[src/rtl/lbsp_pkg.sv]
package lbsp_pkg;

  // field widths
  localparam int CMD_W    = 3;
  localparam int IDX_W    = 4;
  localparam int DUR_W    = 16;
  localparam int BRI_W    = 7;
  localparam int TIME_W   = 24;
  localparam int SPEED_W  = 10;
  localparam int LEVEL_W  = 8;
  localparam int STEP_W   = 4;
  localparam int CFG_IDX_W = 2;
  localparam int CFG_DAT_W = 10;

  // duration scaling: dur * speed is 26 bits, /100 done as (x >> 2) / 25
  localparam int PROD_W      = DUR_W + SPEED_W;
  localparam int SCALED_W    = 20;
  localparam int MUL_A_W     = PROD_W - 2;
  localparam int MUL_B_W     = 25;
  localparam int RECIP_SHIFT = 29;
  localparam int RECIP_25    = ((2 ** RECIP_SHIFT) + 24) / 25;

  localparam int PCT_FULL   = 100;
  localparam logic [BRI_W-1:0] BRI_FULL = BRI_W'(PCT_FULL);
  localparam logic [TIME_W-1:0] TIME_MAX = '1;

  localparam int SCRIPT_DEPTH_DEF = 16;
  localparam int LEVEL_MAX_DEF    = 255;

  typedef enum logic [CMD_W-1:0] {
    CMD_WRITE  = 3'd0,
    CMD_START  = 3'd1,
    CMD_PAUSE  = 3'd2,
    CMD_RESUME = 3'd3,
    CMD_CLEAR  = 3'd4,
    CMD_TICK   = 3'd5
  } cmd_t;

  typedef enum logic [CFG_IDX_W-1:0] {
    REG_SPEED  = 2'd0,
    REG_LOOP   = 2'd1,
    REG_ANALOG = 2'd2
  } reg_idx_t;

  typedef struct packed {
    logic [CMD_W-1:0]  command;
    logic [IDX_W-1:0]  entry_index;
    logic [DUR_W-1:0]  entry_duration;
    logic [BRI_W-1:0]  entry_brightness;
    logic              entry_is_end;
    logic [TIME_W-1:0] start_time;
  } req_t;

  typedef struct packed {
    logic [LEVEL_W-1:0] drive_level;
    logic               playing;
    logic [STEP_W-1:0]  step_index;
  } rsp_t;

  typedef struct packed {
    logic [CFG_IDX_W-1:0] reg_index;
    logic [CFG_DAT_W-1:0] wdata;
  } cfg_t;

  // one script table slot
  typedef struct packed {
    logic             is_end;
    logic [BRI_W-1:0] bri;
    logic [DUR_W-1:0] dur;
  } entry_t;

  typedef struct packed {
    logic               start;
    logic [DUR_W-1:0]   duration;
    logic [SPEED_W-1:0] speed;
  } scl_req_t;

  typedef struct packed {
    logic                done;
    logic [SCALED_W-1:0] scaled;
  } scl_rsp_t;

  typedef struct packed {
    logic              start;
    logic [TIME_W-1:0] dividend;
    logic [TIME_W-1:0] divisor;
  } div_req_t;

  typedef struct packed {
    logic              done;
    logic [TIME_W-1:0] rem;
  } div_rsp_t;

endpackage

[src/rtl/lbsp_if.sv]
interface lbsp_req_if;
  logic              valid;
  logic              ready;
  lbsp_pkg::req_t    payload;
  modport source(output valid, output payload, input ready);
  modport sink(input valid, input payload, output ready);
endinterface

interface lbsp_rsp_if;
  logic              valid;
  logic              ready;
  lbsp_pkg::rsp_t    payload;
  modport source(output valid, output payload, input ready);
  modport sink(input valid, input payload, output ready);
endinterface

interface lbsp_cfg_if;
  logic              valid;
  logic              ready;
  lbsp_pkg::cfg_t    payload;
  modport source(output valid, output payload, input ready);
  modport sink(input valid, input payload, output ready);
endinterface

[src/rtl/led_brightness_script_player_core.sv]
// write, pause, resume, clear and no-op commands go from idle straight to the done state and the result beat
// start reads and scales each entry up to the end mark, then takes the offset modulo the total unless it is zero
// tick walks the entries up to the one reached, after a modulo when play time wraps
// one command at a time; each table entry passes the read, go and wait states on the shared multiplier
// the result beat sits in an output register, so the next command is taken while it waits
// rst is synchronous: control and player registers at power-on values, payload registers and script table undefined
module led_brightness_script_player_core #(
  parameter int SCRIPT_DEPTH = lbsp_pkg::SCRIPT_DEPTH_DEF,
  parameter int LEVEL_MAX    = lbsp_pkg::LEVEL_MAX_DEF
) (
  input  logic       clk,
  input  logic       rst,
  lbsp_req_if.sink   req,
  lbsp_rsp_if.source rsp,
  lbsp_cfg_if.sink   cfg
);
  import lbsp_pkg::*;

  localparam int AW = $clog2(SCRIPT_DEPTH);
  localparam int CW = $clog2(SCRIPT_DEPTH + 1);
  localparam logic [LEVEL_W-1:0] LEVEL_LOW = LEVEL_W'(LEVEL_MAX % 256);

  typedef enum logic [5:0] {
    ST_IDLE = 6'b000001,
    ST_READ = 6'b000010,
    ST_GO   = 6'b000100,
    ST_WAIT = 6'b001000,
    ST_MOD  = 6'b010000,
    ST_DONE = 6'b100000
  } state_t;

  // sequencer and command capture
  state_t            state, state_next;
  logic [CMD_W-1:0]  cmd_q, cmd_q_next;
  logic [TIME_W-1:0] st_q, st_q_next;
  logic [CW-1:0]     i_cnt, i_cnt_next, i_inc;
  // running sum while measuring, remaining time while walking
  logic [TIME_W-1:0] t_acc, t_acc_next;

  // configuration registers
  logic [SPEED_W-1:0] speed, speed_next;
  logic               loop_en, loop_en_next;
  logic               analog, analog_next;

  // player state
  logic               loaded, loaded_next;
  logic [TIME_W-1:0]  play_time, play_time_next;
  logic [TIME_W-1:0]  paused_time, paused_time_next;
  logic [TIME_W-1:0]  total_time, total_time_next;
  logic               running, running_next;
  logic [LEVEL_W-1:0] level, level_next;
  logic [STEP_W-1:0]  step, step_next;

  // result register
  rsp_t out_q;
  logic out_valid, out_valid_next;
  logic load_out;

  // datapath hookups
  logic         req_ready;
  logic         mem_we, mem_re;
  logic [AW-1:0] mem_waddr;
  entry_t       mem_wdata, mem_rdata;
  scl_req_t     scl_req;
  scl_rsp_t     scl_rsp;
  div_req_t     div_req;
  div_rsp_t     div_rsp;

  logic [TIME_W:0]    sum_ext;
  logic [TIME_W-1:0]  sum_sat;
  logic [TIME_W-1:0]  meas_total;
  logic [TIME_W-1:0]  play_inc;
  logic [BRI_W-1:0]   bri_c;
  logic [LEVEL_W-1:0] level_calc;
  logic [TIME_W-1:0]  wrap_time;

  // percent to drive level, built at elaboration
  logic [LEVEL_W-1:0] level_lut [0:PCT_FULL];
  for (genvar k = 0; k <= PCT_FULL; k++) begin : g_lut
    localparam int LVL = (k * LEVEL_MAX) / PCT_FULL;
    assign level_lut[k] = LEVEL_W'(LVL % 256);
  end

  lbsp_script_mem #(
    .DEPTH(SCRIPT_DEPTH)
  ) u_mem (
    .clk   (clk),
    .we    (mem_we),
    .waddr (mem_waddr),
    .wdata (mem_wdata),
    .re    (mem_re),
    .raddr (i_cnt[AW-1:0]),
    .rdata (mem_rdata)
  );

  lbsp_scaler u_scaler (
    .clk (clk),
    .rst (rst),
    .req (scl_req),
    .rsp (scl_rsp)
  );

  lbsp_mod u_mod (
    .clk (clk),
    .rst (rst),
    .req (div_req),
    .rsp (div_rsp)
  );

  // incoming beat goes straight into the table on a write
  assign mem_waddr = AW'(req.payload.entry_index);
  assign mem_wdata = '{is_end: req.payload.entry_is_end,
                       bri:    req.payload.entry_brightness,
                       dur:    req.payload.entry_duration};

  // shared helpers for the walk and the sum
  always_comb begin
    i_inc      = i_cnt + CW'(1);
    sum_ext    = {1'b0, t_acc} + (TIME_W + 1)'(scl_rsp.scaled);
    sum_sat    = sum_ext[TIME_W] ? TIME_MAX : sum_ext[TIME_W-1:0];
    meas_total = mem_rdata.is_end ? t_acc : sum_sat;
    play_inc   = (play_time != TIME_MAX) ? play_time + TIME_W'(1) : play_time;
    bri_c      = (mem_rdata.bri > BRI_FULL) ? BRI_FULL : mem_rdata.bri;
    level_calc = analog ? level_lut[bri_c] :
                 ((bri_c != '0) ? LEVEL_LOW : '0);
    wrap_time  = div_rsp.rem + TIME_W'(1);
  end

  always_comb begin
    state_next       = state;
    cmd_q_next       = cmd_q;
    st_q_next        = st_q;
    i_cnt_next       = i_cnt;
    t_acc_next       = t_acc;
    speed_next       = speed;
    loop_en_next     = loop_en;
    analog_next      = analog;
    loaded_next      = loaded;
    play_time_next   = play_time;
    paused_time_next = paused_time;
    total_time_next  = total_time;
    running_next     = running;
    level_next       = level;
    step_next        = step;
    req_ready        = 1'b0;
    mem_we           = 1'b0;
    mem_re           = 1'b0;
    scl_req          = '0;
    div_req          = '0;
    load_out         = 1'b0;

    unique case (state)
      ST_IDLE: begin
        req_ready = 1'b1;
        if (req.valid) begin
          cmd_q_next = req.payload.command;
          st_q_next  = req.payload.start_time;
          state_next = ST_DONE;
          unique case (req.payload.command)
            CMD_WRITE: begin
              if (int'(req.payload.entry_index) < SCRIPT_DEPTH) begin
                mem_we      = 1'b1;
                loaded_next = 1'b1;
              end
            end
            CMD_START: begin
              if (loaded) begin
                i_cnt_next = '0;
                t_acc_next = '0;
                state_next = ST_READ;
              end
            end
            CMD_PAUSE: begin
              paused_time_next = play_time;
              running_next     = 1'b0;
            end
            CMD_RESUME: begin
              running_next   = 1'b1;
              play_time_next = paused_time;
            end
            CMD_CLEAR: begin
              paused_time_next = play_time;
              running_next     = 1'b0;
              loaded_next      = 1'b0;
              loop_en_next     = 1'b0;
              level_next       = '0;
            end
            CMD_TICK: begin
              // a tick while stopped or unloaded leaves everything alone
              if (running && loaded) begin
                if (total_time == '0) begin
                  running_next = 1'b0;
                end else if (play_time > total_time) begin
                  if (!loop_en) begin
                    running_next = 1'b0;
                  end else begin
                    div_req.start    = 1'b1;
                    div_req.dividend = play_time - TIME_W'(1);
                    div_req.divisor  = total_time;
                    state_next       = ST_MOD;
                  end
                end else begin
                  i_cnt_next = '0;
                  t_acc_next = play_time;
                  state_next = ST_READ;
                end
              end
            end
            default: ;
          endcase
        end
      end

      ST_READ: begin
        mem_re     = 1'b1;
        state_next = ST_GO;
      end

      ST_GO: begin
        scl_req.start    = 1'b1;
        scl_req.duration = mem_rdata.dur;
        scl_req.speed    = speed;
        state_next       = ST_WAIT;
      end

      ST_WAIT: begin
        if (scl_rsp.done) begin
          if (cmd_q == CMD_TICK) begin
            // walk: first entry whose scaled span reaches the remaining time wins
            if (TIME_W'(scl_rsp.scaled) >= t_acc) begin
              level_next     = level_calc;
              step_next      = STEP_W'(i_cnt);
              play_time_next = play_inc;
              state_next     = ST_DONE;
            end else if (mem_rdata.is_end || i_inc == CW'(SCRIPT_DEPTH)) begin
              // ran off the script: keep level and step, time still moves
              play_time_next = play_inc;
              state_next     = ST_DONE;
            end else begin
              t_acc_next = t_acc - TIME_W'(scl_rsp.scaled);
              i_cnt_next = i_inc;
              state_next = ST_READ;
            end
          end else begin
            // measure: sum up to the end mark or the last slot, saturating
            if (mem_rdata.is_end || i_inc == CW'(SCRIPT_DEPTH)) begin
              total_time_next = meas_total;
              running_next    = 1'b1;
              if (meas_total == '0) begin
                play_time_next = st_q;
                state_next     = ST_DONE;
              end else begin
                div_req.start    = 1'b1;
                div_req.dividend = st_q;
                div_req.divisor  = meas_total;
                state_next       = ST_MOD;
              end
            end else begin
              t_acc_next = sum_sat;
              i_cnt_next = i_inc;
              state_next = ST_READ;
            end
          end
        end
      end

      ST_MOD: begin
        if (div_rsp.done) begin
          if (cmd_q == CMD_TICK) begin
            // wrapped time lands in 1..total, then walk from there
            play_time_next = wrap_time;
            t_acc_next     = wrap_time;
            i_cnt_next     = '0;
            state_next     = ST_READ;
          end else begin
            play_time_next = div_rsp.rem;
            state_next     = ST_DONE;
          end
        end
      end

      ST_DONE: begin
        if (!out_valid || rsp.ready) begin
          load_out   = 1'b1;
          state_next = ST_IDLE;
        end
      end

      default: state_next = ST_IDLE;
    endcase

    // register writes must only arrive while idle; the block itself does not enforce it
    if (cfg.valid) begin
      unique case (cfg.payload.reg_index)
        REG_SPEED:  speed_next   = cfg.payload.wdata;
        REG_LOOP:   loop_en_next = cfg.payload.wdata[0];
        REG_ANALOG: analog_next  = cfg.payload.wdata[0];
        default: ;
      endcase
    end

    out_valid_next = load_out || (out_valid && !rsp.ready);
  end

  always_ff @(posedge clk) begin
    if (rst) begin
      state       <= ST_IDLE;
      speed       <= SPEED_W'(PCT_FULL);
      loop_en     <= 1'b0;
      analog      <= 1'b1;
      loaded      <= 1'b0;
      play_time   <= '0;
      paused_time <= '0;
      total_time  <= '0;
      running     <= 1'b0;
      level       <= '0;
      step        <= '0;
      out_valid   <= 1'b0;
    end else begin
      state       <= state_next;
      speed       <= speed_next;
      loop_en     <= loop_en_next;
      analog      <= analog_next;
      loaded      <= loaded_next;
      play_time   <= play_time_next;
      paused_time <= paused_time_next;
      total_time  <= total_time_next;
      running     <= running_next;
      level       <= level_next;
      step        <= step_next;
      out_valid   <= out_valid_next;
    end
  end

  // payload registers, no reset needed
  always_ff @(posedge clk) begin
    cmd_q <= cmd_q_next;
    st_q  <= st_q_next;
    i_cnt <= i_cnt_next;
    t_acc <= t_acc_next;
    if (load_out) begin
      out_q.drive_level <= level;
      out_q.playing     <= running;
      out_q.step_index  <= step;
    end
  end

  assign req.ready   = req_ready;
  assign cfg.ready   = 1'b1;
  assign rsp.valid   = out_valid;
  assign rsp.payload = out_q;

endmodule

[src/rtl/lbsp_script_mem.sv]
module lbsp_script_mem #(
  parameter int DEPTH = lbsp_pkg::SCRIPT_DEPTH_DEF,
  localparam int AW = $clog2(DEPTH)
) (
  input  logic             clk,
  input  logic             we,
  input  logic [AW-1:0]    waddr,
  input  lbsp_pkg::entry_t wdata,
  input  logic             re,
  input  logic [AW-1:0]    raddr,
  output lbsp_pkg::entry_t rdata
);
  import lbsp_pkg::*;

  entry_t mem [DEPTH];

  always_ff @(posedge clk) begin
    if (we) begin
      mem[waddr] <= wdata;
    end
  end

  // read data holds until the next read
  always_ff @(posedge clk) begin
    if (re) begin
      rdata <= mem[raddr];
    end
  end

endmodule

[src/rtl/lbsp_scaler.sv]
module lbsp_scaler (
  input  logic                clk,
  input  logic                rst,
  input  lbsp_pkg::scl_req_t  req,
  output lbsp_pkg::scl_rsp_t  rsp
);
  import lbsp_pkg::*;

  logic                        phase;
  logic                        done;
  logic [PROD_W-1:0]           acc;
  logic [SCALED_W-1:0]         res;
  logic [MUL_A_W-1:0]          mul_a;
  logic [MUL_B_W-1:0]          mul_b;
  logic [MUL_A_W+MUL_B_W-1:0]  mul_p;

  // one multiplier: first dur * speed, then (product / 4) * ceil(2^29 / 25)
  always_comb begin
    if (phase) begin
      mul_a = acc[PROD_W-1:2];
      mul_b = MUL_B_W'(RECIP_25);
    end else begin
      mul_a = MUL_A_W'(req.duration);
      mul_b = MUL_B_W'(req.speed);
    end
    mul_p = MUL_A_W'(mul_a) * (MUL_A_W + MUL_B_W)'(mul_b);
  end

  always_ff @(posedge clk) begin
    if (rst) begin
      phase <= 1'b0;
      done  <= 1'b0;
    end else begin
      done <= 1'b0;
      if (phase) begin
        phase <= 1'b0;
        done  <= 1'b1;
      end else if (req.start) begin
        phase <= 1'b1;
      end
    end
  end

  always_ff @(posedge clk) begin
    if (!phase && req.start) begin
      acc <= mul_p[PROD_W-1:0];
    end
    if (phase) begin
      res <= mul_p[RECIP_SHIFT+SCALED_W-1:RECIP_SHIFT];
    end
  end

  assign rsp.done   = done;
  assign rsp.scaled = res;

endmodule

[src/rtl/lbsp_mod.sv]
module lbsp_mod (
  input  logic                clk,
  input  logic                rst,
  input  lbsp_pkg::div_req_t  req,
  output lbsp_pkg::div_rsp_t  rsp
);
  import lbsp_pkg::*;

  localparam int CNT_W = $clog2(TIME_W + 1);

  logic              busy;
  logic              done;
  logic [CNT_W-1:0]  cnt;
  logic [TIME_W-1:0] rem;
  logic [TIME_W-1:0] dvd;
  logic [TIME_W-1:0] dsr;
  logic [TIME_W:0]   shifted;
  logic              fits;
  logic [TIME_W-1:0] rem_next;

  // restoring remainder, one dividend bit per cycle
  always_comb begin
    shifted  = {rem, dvd[TIME_W-1]};
    fits     = shifted >= {1'b0, dsr};
    rem_next = fits ? TIME_W'(shifted - {1'b0, dsr}) : shifted[TIME_W-1:0];
  end

  always_ff @(posedge clk) begin
    if (rst) begin
      busy <= 1'b0;
      done <= 1'b0;
    end else begin
      done <= 1'b0;
      if (req.start) begin
        busy <= 1'b1;
      end else if (busy && cnt == CNT_W'(1)) begin
        busy <= 1'b0;
        done <= 1'b1;
      end
    end
  end

  always_ff @(posedge clk) begin
    if (req.start) begin
      rem <= '0;
      dvd <= req.dividend;
      dsr <= req.divisor;
      cnt <= CNT_W'(TIME_W);
    end else if (busy) begin
      rem <= rem_next;
      dvd <= {dvd[TIME_W-2:0], 1'b0};
      cnt <= cnt - CNT_W'(1);
    end
  end

  assign rsp.done = done;
  assign rsp.rem  = rem;

endmodule

[src/flat_wrapper.sv]
// flat-port wrapper written by rule: the top's interface ports become plain ports
module led_brightness_script_player_core_flat import lbsp_pkg::*;
#(
  parameter int SCRIPT_DEPTH = lbsp_pkg::SCRIPT_DEPTH_DEF,
  parameter int LEVEL_MAX    = lbsp_pkg::LEVEL_MAX_DEF
)
  (clk, rst, req_valid, req_payload, req_ready, rsp_valid, rsp_payload, rsp_ready, cfg_valid, cfg_payload, cfg_ready);
  lbsp_req_if req_i ();
  lbsp_rsp_if rsp_i ();
  lbsp_cfg_if cfg_i ();
  input  logic clk;
  input  logic rst;
  input wire logic [$bits(req_i.valid)-1:0] req_valid;
  input wire logic [$bits(req_i.payload)-1:0] req_payload;
  output wire logic [$bits(req_i.ready)-1:0] req_ready;
  output wire logic [$bits(rsp_i.valid)-1:0] rsp_valid;
  output wire logic [$bits(rsp_i.payload)-1:0] rsp_payload;
  input wire logic [$bits(rsp_i.ready)-1:0] rsp_ready;
  input wire logic [$bits(cfg_i.valid)-1:0] cfg_valid;
  input wire logic [$bits(cfg_i.payload)-1:0] cfg_payload;
  output wire logic [$bits(cfg_i.ready)-1:0] cfg_ready;
  assign req_i.valid = req_valid;
  assign req_i.payload = req_payload;
  assign req_ready = req_i.ready;
  assign rsp_valid = rsp_i.valid;
  assign rsp_payload = rsp_i.payload;
  assign rsp_i.ready = rsp_ready;
  assign cfg_i.valid = cfg_valid;
  assign cfg_i.payload = cfg_payload;
  assign cfg_ready = cfg_i.ready;
  led_brightness_script_player_core #(.SCRIPT_DEPTH(SCRIPT_DEPTH), .LEVEL_MAX(LEVEL_MAX)) u_core (.clk(clk), .rst(rst), .req(req_i), .rsp(rsp_i), .cfg(cfg_i));
endmodule
[config.mk]
export PLATFORM = sky130hd
export DESIGN_NAME = led_brightness_script_player_core_flat
export DESIGN_NICKNAME = d
export VERILOG_FILES = /design/src/rtl/lbsp_pkg.sv /design/src/rtl/lbsp_if.sv /design/src/rtl/led_brightness_script_player_core.sv /design/src/rtl/lbsp_script_mem.sv /design/src/rtl/lbsp_scaler.sv /design/src/rtl/lbsp_mod.sv /design/src/flat_wrapper.sv
export SDC_FILE = /design/constraint.sdc
export NUM_CORES = 2
export LEC_CHECK = 0
export ABC_AREA = 1
export BUFFER_PORTS_ARGS = -buffer_cell sky130_fd_sc_hd__buf_4
export CAP_MARGIN = 20
export CORE_MARGIN = 4
export CORE_UTILIZATION = 29
export DETAILED_ROUTE_END_ITERATION = 8
export PLACE_DENSITY_LB_ADDON = 0.25
export SYNTH_ARGS = -nofsm -noshare
export SYNTH_HDL_FRONTEND = slang
export SYNTH_SLANG_ARGS = --single-unit
[constraint.sdc]
create_clock -name clk -period 9.8 [get_ports clk]
set_input_delay 0.98 -clock clk [delete_from_list [all_inputs] [get_ports clk]]
set_output_delay 0.98 -clock clk [all_outputs]
set_load 0.01 [all_outputs]
# == After elaboration in Yosys (flattened, before gate mapping) ==
# Memories as Yosys holds them, arrays and structs flattened. A register that Yosys moved wholly into a read port is not among the register bits.
# Index checks and enable logic that the tools add are counted.
# op_classes
n_addsub,8
n_mul,1
order_cmp,5
eq_ne,42
n_mux,116
bitwise,2
reduce_logical,36
# op_table
op,count
24-bit two-way mux,29
49-bit two-way mux,10
24-bit one-hot mux with 3 select lines,2
49-bit one-hot mux with 2 select lines,1
6-bit two-way mux,15
8-bit two-way mux,9
5-bit two-way mux,11
24-bit by 25-bit multiplier with 49-bit output,1
24-bit by 1-bit adder with 24-bit output (second input constant),2
24-bit zero test,2
24-bit one-hot mux with 2 select lines,1
6-bit one-hot mux with 6 select lines,1
1-bit two-way mux,27
27-bit two-way mux,1
24-bit by 20-bit adder with 25-bit output,1
25-bit by 24-bit >= comparator with 1-bit output,1
25-bit two-way mux,1
20-bit by 24-bit >= comparator with 1-bit output,1
24-bit greater-than comparator,1
24-bit != test (second input constant),1
24-bit by 1-bit subtractor with 24-bit output (second input constant),1
24-bit by 20-bit subtractor with 24-bit output,1
24-bit subtractor,1
8-bit one-hot mux with 2 select lines,1
49 further kinds,88
# totals
ff_bits,301
mem_bits_rw,384
rom_bits,1024
input_bits,72
output_inout_bits,16
memories,2
# mem_list
memory,words,width,read_ports,rd_ports_with_merged_regs,wr,line_no,rtl
(no name shown),128,8,1,0,0,led_brightness_script_player_core.sv:124,level_calc = analog ? level_lut[bri_c] :
u_core.u_mem.mem,16,24,1,1,1,lbsp_script_mem.sv:15,entry_t mem [DEPTH];

# == Longest topological paths before layout ==
# depth
ltp_word,11
depth_mapped,37
ltp_nobuf,36

# == By module ==
# Synthesis repeated with hierarchy kept, for this count alone.
# unflattened
hier_cells,6682
area_unflattened_um2,53961.8
# modules_own_cells
mod,instances,cells_each,area_each_um2,seq_area_each_um2
lbsp_script_mem,1,1597,17191.5,12251.8
lbsp_scaler,1,2120,17190.2,1361.3
led_brightness_script_player_core,1,2247,14473.9,4174.0
lbsp_mod,1,718,5106.1,2062.0

# == Worst setup path before layout ==
# Ideal clock, no wire load.
# synth_timing
path_type,reg2reg
startpoint,reg u_core.state[0]
endpoint,"reg u_core.u_scaler.res[19], data pin"
arrival_ns,8.116
slack_ns,1.423
stages_incl_launch_ff,36
synth_period_minus_slack_ns,8.377
cell_sequence,dfxtp_1 > inv_1 > nand2_1 > nor4_1 > inv_1 > nor2_1 > clkbuf_1 > a21oi_1 > inv_1 > nand2_1 > fa_1 > inv_1 > fa_1 > inv_1 > fa_1 > inv_1 > ha_1 > fa_1 > inv_1 > fa_1 > inv_1 > fa_1 > ha_1 > clkbuf_1 > a21o_1 > a31oi_1 > nand2_1 > a21oi_1 > inv_1 > a21oi_1 > inv_1 > a21oi_1 > o21bai_1 > nand3_1 > nand2_1 > xor2_1
# synth_via
elab_chain_len,4
# synth_lines
element,line_no,rtl
from (decl),led_brightness_script_player_core.sv:33,"state_t state, state_next;"
from (signal assigned),led_brightness_script_player_core.sv:320,state <= state_next;
6-bit by 3-bit equality test with 1-bit output *,led_brightness_script_player_core.sv:152,unique case (state)
27-bit two-way mux *,led_brightness_script_player_core.sv:152,
24-bit two-way mux / 25-bit two-way mux (equally long branches),lbsp_scaler.sv:19,if (phase) begin
24-bit by 25-bit multiplier with 49-bit output *,lbsp_scaler.sv:26,mul_p = MUL_A_W'(mul_a) * (MUL_A_W + MUL_B_W)'(mul_b);
net u_core.u_scaler.mul_p[48],lbsp_scaler.sv:15,logic [MUL_A_W+MUL_B_W-1:0] mul_p;
to (signal assigned),lbsp_scaler.sv:49,res <= mul_p[RECIP_SHIFT+SCALED_W-1:RECIP_SHIFT];
to (decl),lbsp_scaler.sv:12,logic [SCALED_W-1:0] res;
# The timed path passes the listed nets; every way through them passes the cells marked *.
# A chain may end at the register's enable or synchronous reset.

# == Worst setup path after layout ==
# layout_timing
startpoint,reg u_core.state[0]
endpoint,"reg u_core.u_scaler.res[12], data pin"
# The elaborated chain is that of the path after synthesis.

==> out/metrics.cfg <==
[timing]
rsz0062_at_grt = false
setup_viol = 0
maxSlewHeadroom = 0.236
finalCritPeriodShare = 0.933
setup_tns_ns = 0
finalClockSkew_ns = 0.0282
tightest_slew_ns = 1.15
hold_viol_final = 0
slew_viol_final = 0
fmax_ghz = 0.109
period_minus_slack_ns = 9.14

[drt]
first_pass_iters = 6
vias = 38500
drc = 0
wl_per_cell_um = 19.8
wirelength_um = 158000
drtIter0Drc = 3161
postRouteAntennaNets = 0
vias_per_cell = 4.81

[critical_path]
r2r-start = u_core.state[0]$_SDFFE_PP1P_
slowest_delay_ns = 0.66
cp-endpoint = u_core.u_scaler.res[12]$_DFFE_PP_
path_class = reg2reg
crit_family = adder cells
critPathRequiredTime_ns = 10.22
slowest_stage = nor4_1
timing.rr.end = u_core.u_scaler.res[12]$_DFFE_PP_
critPathCaptureType = register
r2r_slack_ns = 0.66
cp_common_cell = inv_1
path_max_fanout = 19
path_buf_inv = 8
r2r_cells = 30
startpoint_type = register
crit_arrival_ns = 9.56
timing.critical_path.from = u_core.state[0]$_SDFFE_PP1P_
cp.depth = 30

[pwr]
ir_worst_vdd_v = 0.000141
powerDensity_nw_per_um2 = 183
p_leak_nw = 24.1

[die]
start_util = 0.293
rows = 152
ioPinCount = 88
die_h_um = 425
dieWidth_um = 425
core_region_area_um2 = 172000
die_area_um2 = 180000

[grt]
grt_pass1_vias = 38300
antenna_found_initial = 9
grt_overflow = 0
grt_pass1_wl_um = 239000
grt_usage = 0.173
grt_max_degree = 197

[logic_synthesis]
synthArstFlopShare = 0
yosysMostFrequentCell = inv_1
syn-cell-area_um2 = 50400
synthFlopType = edfxtp_1
yosys-top-cells-count = inv_1 (895), nand2_1 (848), nor2_1 (742)
yosysTopAreaCellShare = 0.339
synth_top_area_cell = edfxtp_1
avgSynthCellArea_um2 = 9.05
yosysWarnings = 0
seq_area_frac_synth = 0.394
synth_seq_cells = 707
synth_cell_types = 65
yosys-top-cells-area = edfxtp_1 (34%), fa_1 (14%), ha_1 (8.4%)
synth_edf_count = 569
synth_cells = 5563

[clock_tree]
cts-hold-fix-buffers = 0
post_cts_resized = 0
cts_sinks = 707
cts_tree = built
clk_pin_slew_ns = 0.06
insertion_delay_ns = 0.69
cts_buffer_depth = 3
postCtsSetupBuffers = 0
cts_htree_levels = 3
root_buffer = clkbuf_16
cts_buffers = 78

[placement]
numPortBuffers = 86
dp.cells = 7840
dp_hpwl_um = 116000
gp_congestion = 0.923

[final_layout]
nFillCells = 18000
drive_gt1_frac = 0.0647
fin_nets = 6367
instances_no_fill = 7987
syn_to_final_growth_pct = 11.6

[run_status]
status = complete, no violations

[flow_run]
max_cap_violations = 0

[min_path]
hp-class = reg2reg

## per-stage QoR
step,instance area [µm²],total power [mW],hold slack (ns),util,setup slack [ns]
after CTS,56200,10.3,0.430,0.326,0.767
after global placement,53700,7.39,0.416,0.312,0.914
after global routing,56200,10.9,0.442,0.326,0.201
after detailed placement,53700,7.41,0.417,0.312,0.774
after floorplan,50500,6.23,0.408,-,1.42
final,56200,10.3,0.431,0.327,0.661
## flip-flops by register name, indices dropped and copies added, names as in the netlist, 6 cells and up
name / cells
u_core.total_time: 24
u_core.u_mod.rem: 24
u_core.u_scaler.res: 20
u_core.speed: 10
u_core.u_mem.mem: 384
u_core.rsp.payload: 13
u_core.state: 6
u_core.t_acc: 24
u_core.level: 8
u_core.st_q: 24
u_core.u_mem.rdata: 24
u_core.u_scaler.acc: 24
u_core.play_time: 24
u_core.u_mod.dvd: 24
u_core.u_mod.dsr: 24
u_core.paused_time: 24
## metal layers
layer,GRT usage,part of all wire,routed length (µm)
met1,0.235,0.45,71100
met2,0.286,0.47,74600
met3,0.0249,0.050,7970
met4,0.0476,0.029,4620
met5,0,0.00030,47
## power by group
group	switching, mW	internal, mW
Clock	1.32	1.59
Combinational	2.48	1.16
Sequential	0.230	3.49
Total	4.03	6.24
## cell type report
cell class / instances / area [µm²] / share of cell area
inverter: 913 / 3430 / 0.0611
sequential: 707 / 19900 / 0.353
antenna: 4 / 10.0 / 0.000178
multi-input combinational: 3773 / 26500 / 0.471
timing repair buffer: 139 / 1090 / 0.0194
tap: 2310 / 2890 / 0.0514
clock buffer: 99 / 2050 / 0.0365
clock inverter: 42 / 430 / 0.00766
## worst register-to-register path, delay by kind of cell (launching register included)
kind | cells | cell delay [ns]
xor gates and xnor gates | 1 | 0.10
buffers and inverters | 8 | 1.04
AOI/OAI and AO/OA | 4 | 1.03
adders and majority gates | 8 | 3.62
DFF | 1 | 0.32
and+or+nand+nor | 9 | 2.79
## cells by family (layout without fill, tap and decap cells)
family	after synthesis	after routing	synth area share
AO/OA/AOI/OAI	877	877	0.104
XOR/XNOR	106	106	0.0184
adder cells (fa/ha/maj)	683	683	0.221
buffers and inverters	1122	1193	0.0866
flip-flops	707	707	0.394
multiplexers	47	47	0.00934
other	2	45	0.000149
AND/OR/NAND/NOR	2019	2019	0.167
## worst min-delay path by stage
stage	slack [ns]	to	start	depth (start not counted)
floorplan	0.41	u_core.rsp.payload[0]$_DFFE_PP_	u_core.step[0]$_SDFFE_PP0P_	0
global placement	0.42	u_core.rsp.payload[5]$_DFFE_PP_	u_core.level[0]$_SDFFE_PP0P_	0
detailed placement	0.42	u_core.rsp.payload[9]$_DFFE_PP_	u_core.level[4]$_SDFFE_PP0P_	0
CTS	0.43	u_core.st_q[21]$_DFFE_PP_	req_payload[21]	1
global route	0.44	u_core.rsp.payload[12]$_DFFE_PP_	u_core.level[7]$_SDFFE_PP0P_	0
finish	0.43	u_core.rsp.payload[2]$_DFFE_PP_	u_core.step[2]$_SDFFE_PP0P_	0
## cells in the final DEF, fill, tap and decap left out, types with 21 or more instances in the layout
cell type  count
o21ai_0      328
nor2_1       719
clkbuf_16     78
xor2_1        67
inv_1        893
nor3_1        45
o221ai_1      56
mux2i_1       47
o22ai_1       32
nand3_1      244
conb_1        41
o211ai_1      36
o32ai_1       59
fa_1         343
xnor2_1       39
nand4_1       45
dfxtp_1      137
edfxtp_1     569
nand2_1      848
or2_2         38
a31oi_1       21
buf_4        136
a21oi_1      252
ha_1         340
Power figures use the tool's default switching activity.
